**src/rtl/smt_pkg.sv**
```systemverilog
// Package for the sorted multimap table: request and status codes,
// controller/datapath command and status structs. No dependencies.
package smt_pkg;

  localparam int REQ_W    = 2;
  localparam int STATUS_W = 2;
  localparam int COUNT_W  = 7;

  typedef enum logic [REQ_W-1:0] {
    REQ_INSERT = 2'd0,
    REQ_SEARCH = 2'd1,
    REQ_DELETE = 2'd2,
    REQ_CLEAR  = 2'd3
  } req_type_t;

  typedef enum logic [STATUS_W-1:0] {
    ST_OK        = 2'd0,
    ST_NOT_FOUND = 2'd1,
    ST_FULL      = 2'd2
  } status_t;

  typedef struct packed {
    logic    load;
    logic    clear;
    logic    rd_cur;
    logic    walk_step;
    logic    match_step;
    logic    emit_pend;
    logic    emit_final;
    logic    ins_write;
    logic    ins_link;
    logic    del_commit;
    logic    scan_step;
    logic    set_res;
    status_t res_code;
  } smt_cmd_t;

  typedef struct packed {
    req_type_t req;
    logic      full;
    logic      cur_null;
    logic      pred_null;
    logic      walk_cont;
    logic      link_null;
    logic      is_match;
    logic      pend_valid;
    logic      del_found;
    logic      scan_done;
    logic      out_free;
  } smt_stat_t;

endpackage

```
**src/rtl/smt_ctrl.sv**
```systemverilog
// Request sequencer: dispatch, list walk, match emit, insert/delete update,
// free-slot scan. Depends on smt_pkg command and status structs.
module smt_ctrl (
  input  logic              clk,
  input  logic              rst,
  input  logic              in_valid,
  output logic              in_ready,
  input  smt_pkg::smt_stat_t stat,
  output smt_pkg::smt_cmd_t  cmd
);

  typedef enum logic [2:0] {
    S_IDLE,
    S_DISPATCH,
    S_WALK,
    S_MATCH,
    S_DEL,
    S_INS_WRITE,
    S_INS_LINK,
    S_SCAN
  } state_t;

  state_t state, state_next;
  logic   finish, finish_next;
  state_t walk_exit;

  always_comb begin
    case (stat.req)
      smt_pkg::REQ_INSERT: walk_exit = S_INS_WRITE;
      smt_pkg::REQ_SEARCH: walk_exit = S_MATCH;
      smt_pkg::REQ_DELETE: walk_exit = S_DEL;
      default:             walk_exit = S_IDLE;
    endcase
  end

  assign in_ready = (state == S_IDLE) && !finish;

  always_comb begin
    cmd         = '0;
    cmd.res_code = smt_pkg::ST_OK;
    state_next  = state;
    finish_next = finish;
    if (finish) begin
      if (stat.out_free) begin
        cmd.emit_final = 1'b1;
        finish_next    = 1'b0;
      end
    end else begin
      case (state)
        S_IDLE: begin
          if (in_valid) begin
            cmd.load   = 1'b1;
            state_next = S_DISPATCH;
          end
        end
        S_DISPATCH: begin
          if (stat.req == smt_pkg::REQ_CLEAR) begin
            cmd.clear   = 1'b1;
            cmd.set_res = 1'b1;
            finish_next = 1'b1;
            state_next  = S_IDLE;
          end else if (stat.req == smt_pkg::REQ_INSERT && stat.full) begin
            cmd.set_res  = 1'b1;
            cmd.res_code = smt_pkg::ST_FULL;
            finish_next  = 1'b1;
            state_next   = S_IDLE;
          end else if (stat.cur_null) begin
            state_next = walk_exit;
          end else begin
            cmd.rd_cur = 1'b1;
            state_next = S_WALK;
          end
        end
        S_WALK: begin
          if (stat.walk_cont) begin
            cmd.walk_step = 1'b1;
            if (stat.link_null) begin
              state_next = walk_exit;
            end
          end else begin
            state_next = walk_exit;
          end
        end
        S_MATCH: begin
          if (stat.pend_valid && !stat.out_free) begin
            state_next = S_MATCH;
          end else if (stat.is_match) begin
            cmd.emit_pend  = stat.pend_valid;
            cmd.match_step = 1'b1;
          end else if (stat.pend_valid) begin
            cmd.emit_pend = 1'b1;
            state_next    = S_IDLE;
          end else begin
            cmd.set_res  = 1'b1;
            cmd.res_code = smt_pkg::ST_NOT_FOUND;
            finish_next  = 1'b1;
            state_next   = S_IDLE;
          end
        end
        S_DEL: begin
          cmd.set_res = 1'b1;
          if (stat.del_found) begin
            cmd.del_commit = 1'b1;
          end else begin
            cmd.res_code = smt_pkg::ST_NOT_FOUND;
          end
          finish_next = 1'b1;
          state_next  = S_IDLE;
        end
        S_INS_WRITE: begin
          cmd.ins_write = 1'b1;
          state_next    = stat.pred_null ? S_SCAN : S_INS_LINK;
        end
        S_INS_LINK: begin
          cmd.ins_link = 1'b1;
          state_next   = S_SCAN;
        end
        S_SCAN: begin
          cmd.scan_step = 1'b1;
          if (stat.scan_done) begin
            cmd.set_res = 1'b1;
            finish_next = 1'b1;
            state_next  = S_IDLE;
          end
        end
        default: begin
          state_next = S_IDLE;
        end
      endcase
    end
  end

  always_ff @(posedge clk) begin
    if (rst) begin
      state  <= S_IDLE;
      finish <= 1'b0;
    end else begin
      state  <= state_next;
      finish <= finish_next;
    end
  end

endmodule

```
**config.mk**
```make
export PLATFORM = sky130hd
export DESIGN_NAME = smt_ctrl
export DESIGN_NICKNAME = d
export VERILOG_FILES = /design/src/rtl/smt_pkg.sv /design/src/rtl/smt_ctrl.sv
export SDC_FILE = /design/constraint.sdc
export NUM_CORES = 1
export LEC_CHECK = 0
export BUFFER_PORTS_ARGS = -buffer_cell sky130_fd_sc_hd__buf_4
export CAP_MARGIN = 10
export CORE_MARGIN = 3
export CORE_UTILIZATION = 44
export CTS_CLUSTER_SIZE = 10
export DETAILED_ROUTE_END_ITERATION = 8
export HOLD_SLACK_MARGIN = 0.06
export PLACE_DENSITY = 0.76
export SLEW_MARGIN = 10
export SYNTH_ARGS = -nofsm -noshare
export SYNTH_HDL_FRONTEND = slang
export SYNTH_SLANG_ARGS = --single-unit
export TNS_END_PERCENT = 50
```
**constraint.sdc**
```tcl
create_clock -name clk -period 1.7 [get_ports clk]
set_input_delay 0.34 -clock clk [delete_from_list [all_inputs] [get_ports clk]]
set_output_delay 0.34 -clock clk [all_outputs]
set_load 0.03 [all_outputs]
```
==> flow_summary.rst <==
.. list-table::
   :header-rows: 1

   * - Metric
     - Value
   * - Run status
     - complete, but fails checks
   * - Failing checks
     - negative setup slack
   * - H-tree Lvls
     - 1
   * - Source of the worst register-to-register timing path
     - state[2]
   * - Count of nets left with antenna violations after detail routing
     - 0
   * - Overall routing resource usage
     - 20.12%
   * - Total of endpoints with negative setup slack in the final report
     - 1
   * - Total number of yosys warnings
     - 0
   * - Leak
     - 0.4369 nW
   * - Data required time of the worst path
     - ~1400 ps
   * - Number of buffers between clock root and the deepest sink
     - 2
   * - Vias in the first global route
     - 729
   * - Total internal power
     - 0.4624 mW
   * - RR Endpoint
     - state[1]
   * - Total stage count of the critical path
     - 4
   * - Ratio of cells with drive above 1 in the final layout
     - 47.50%
   * - Layout overhead on the synthesized area
     - 65.60%
   * - Sum of negative setup slack
     - -73.48 ps
   * - Net Count, Synth
     - 99
   * - R2r worst-path depth
     - 5
   * - Antenna diodes
     - 0
   * - Portion of the clock cycle consumed by the worst path in the final layout
     - 104.3%
   * - Count of TritonRoute iterations in the first routing pass
     - 4
   * - Overall power after layout
     - ~0.84 mW
   * - Cell at the root of the clock tree
     - sky130_fd_sc_hd__clkbuf_4
   * - Effective utilization at floorplan
     - 50.00%
   * - Filler cells
     - 88
   * - Post-route DRC violation count
     - 0
   * - Vias post-DR
     - 790
   * - Avg Cell Area, Syn
     - 6.971 sq um
   * - Standard cell core area
     - 1171 sq um
   * - Worst-case setup margin in the final layout
     - -73.48 ps
   * - Dpl hpwl
     - 1431 um
   * - Clock slew seen by the registers of the worst setup and hold paths
     - 40 ps
   * - Total count of max-transition violations in the final report
     - 0
   * - Post-synth top area share
     - a little over an eighth
   * - Routed wire per std cell
     - approximately 14 um
   * - Maximum ir drop on the vdd rail
     - 0.0006125 V
   * - Fmax
     - around 0.56 GHz
   * - Number of buffers created by CTS
     - 3
   * - Peak per-stage delay on the critical path
     - 340 ps
   * - Routability-driven placement congestion ratio
     - 0.8707
   * - Critical Path Sink Type
     - primary output
   * - Critical path class
     - flop to primary output
   * - Cell taking the most area after synthesis
     - sky130_fd_sc_hd__dfxtp_1
   * - Number of I/O port buffers
     - 29
   * - Part of the power in combinational logic
     - about two thirds
   * - MaxCap Viol Count
     - 0
   * - Biggest area contributors in the synthesized netlist
     - sky130_fd_sc_hd__dfxtp_1 (14%), sky130_fd_sc_hd__nand2b_1 (8.5%), sky130_fd_sc_hd__nor2_1 (6.4%)
   * - Count of hold buffers inserted by post-cts repair
     - 0
   * - Die height
     - between 40 and 50 um
   * - Total congestion overflow
     - 0
   * - Via/cell ratio
     - approximately 5.9
   * - Pin count of the biggest net entering global routing
     - 13
   * - Total net switching power
     - between 0.3 and 0.4 mW
   * - Synthesized instance count
     - 84
   * - Path type of the worst min-delay path
     - input port to flop
   * - Worst-case headroom to the max-slew limit
     - 74.67%
   * - Insertion delay of the later-clocked pin in the worst-skew pair
     - 240 ps
   * - Hold Violations, Final
     - 0
   * - Clock tree from TritonCTS
     - done
   * - Number of antenna violations at the first check in global routing
     - 0
   * - Number of standard cells in the final layout excluding fillers
     - 134
   * - Cell area power density
     - between 800 and 900 nW/um^2
   * - Worst Path Max Fanout
     - 3
   * - Total length of routed wires
     - 1926 um
   * - Width of the die
     - between 40 and 50 um
   * - Cell with the largest stage delay on the worst path
     - sky130_fd_sc_hd__or3_4
   * - CP Buf/Inv Count
     - 1
   * - Kind of start point of the critical path
     - flop
   * - Net total in the final layout
     - 137
   * - Number of cell rows
     - 12
   * - Count of different cell masters after synthesis
     - 36
   * - Sink Count
     - 4
   * - Placed Cells incl. Taps
     - between 100 and 150
   * - Flop-to-flop setup slack
     - 210 ps
   * - Worst Tran Pin Value
     - 379.0 ps
   * - Part of the Yosys area used for sequential elements
     - 13.68%
   * - Clock power frac
     - 14.4%
   * - Maximum clock skew at final layout
     - 7.794 ps
   * - Beginning of the critical path
     - state[1]
   * - Area of combinational cells with multiple inputs
     - ~520 sq um
   * - Initial DRC Count
     - 12
   * - Crit-path cells
     - nand2b_4 > or3_4 > nor3b_2 > buf_4
   * - Worst setup endpoint
     - cmd[11]
   * - Fraction of power consumed by sequential logic
     - 17.5%
   * - Worst slack at placement
     - -85.95 ps
   * - Overall die area
     - 1805 sq um
   * - Worst EP arrival
     - ~1400 ps
   * - Switching part of the total power
     - around 45%
   * - First-pass GRT wire length
     - 2932 um
   * - I/O pin count
     - 30
   * - Unrepaired setup endpoints after global routing
     - true
   * - Family with the most delay on the worst path
     - simple AND/OR/NAND/NOR gates
   * - Area taken by flip-flops and latches
     - approximately 89 sq um
   * - Summed instance area of the synthesized netlist
     - 585.6 sq um
   * - Minimum period implied by the final worst setup slack
     - 1773 ps
   * - Count of state elements after synthesis
     - 4
[kinds of logic (layout without fill, tap and decap cells)]
| family | count (synthesis) | count (layout) | share of synthesized area (%) |
|---|---|---|---|
| muxes | 1 | 1 | 1.709 |
| AOI/OAI and AO/OA | 23 | 23 | 29.06 |
| and+or+nand+nor | 46 | 46 | 45.30 |
| buffers and inverters | 10 | 46 | 10.26 |
| DFF | 4 | 4 | 13.68 |
[sequential cells by signal, summed over array words and instances (netlist names)]
register / count
finish: 1
state: 3
[layout make-up]
| cell class | instances | area share (%) |
|---|---|---|
| Clock buffer | 3 | 2.323 |
| Inverter | 5 | 1.935 |
| Sequential cell | 4 | 9.161 |
| Tap cell | 14 | 1.806 |
| Multi-Input combinational cell | 70 | 53.81 |
| Timing Repair Buffer | 38 | 30.97 |
[metal layers]
metal | part of all wire (%) | vias up | global-route usage (%)
li1 | - | 377 | -
met1 | 38 | 362 | 24.30
met2 | 52 | 49 | 33.13
met3 | 9.3 | 2 | 5.150
met4 | 0.93 | 0 | 8.696
met5 | 0 | - | 0
[worst min-delay path by stage]
stage | startpoint | to | slack, ps | cells past startpoint
after global routing | rst | state[0] | 290 | 2
final | rst | state[0] | 280 | 2
after CTS | rst | state[0] | 290 | 2
after global placement | rst | state[0] | 560 | 2
after floorplan | rst | state[0] | 410 | 1
after detailed placement | rst | state[0] | 540 | 2
[power groups by stage]
stage,Clock (mW),Sequential (mW),Combinational [mW]
floorplan,0,0.123,0.336
global placement,0,0.128,0.491
detailed placement,0,0.130,0.495
CTS,0.124,0.129,0.500
global route,0.130,0.147,0.610
finish,0.121,0.146,0.570
[synth_stat cells, drive strengths merged]
master    n
nor2     10
nand2b    8
a21oi     5
inv       5
nor2b     5
buf       4
dfxtp     4
nand2     4
nor3      4
nand3     3
a211oi    2
a21o      2
a311oi    2
and2      2
and4      2
nand3b    2
o21ai     2
o22ai     2
a2111o    1
a2111oi   1
a41o      1
and2b     1
and3      1
clkbuf    1
mux2i     1
nor3b     1
nor4      1
o21a      1
o21ba     1
o311ai    1
o31a      1
o41ai     1
or2b      1
or3       1
[placed cells by master (no fill, tap or decap), types with 3 or more instances in the layout]
| cell type | netlist | layout |
|---|---|---|
| sky130_fd_sc_hd__buf_4 | 2 | 35 |
| sky130_fd_sc_hd__nor2_1 | 10 | 9 |
| sky130_fd_sc_hd__nand2b_1 | 8 | 5 |
| sky130_fd_sc_hd__a21oi_1 | 5 | 5 |
| sky130_fd_sc_hd__nor2b_1 | 5 | 5 |
| sky130_fd_sc_hd__inv_1 | 5 | 4 |
| sky130_fd_sc_hd__nand2b_4 | 0 | 3 |
| sky130_fd_sc_hd__nand2_1 | 4 | 3 |
| sky130_fd_sc_hd__nand3_1 | 3 | 3 |
| sky130_fd_sc_hd__clkbuf_4 | 0 | 3 |
[metrics by stage]
step | cell area, sq um | util [%] | hold slack [ps]
3_3_place_gp | 858.3 | 73.29 | 555.2
2_1_floorplan | 596.8 | - | 412.1
4_1_cts | 890.9 | 76.07 | 292.0
5_1_grt | 969.7 | 82.80 | 294.7
6_report | 969.7 | 82.80 | 283.1
3_5_place_dp | 858.3 | 73.29 | 542.8
[timing repair]
action | 4_1_cts | 5_1_grt
endpoints found under the setup margin | 6 | 14
pin swaps | 2 | 4
resized for setup | 3 | 18
setup buffers | 0 | 0
Power figures use the tool's default switching activity.
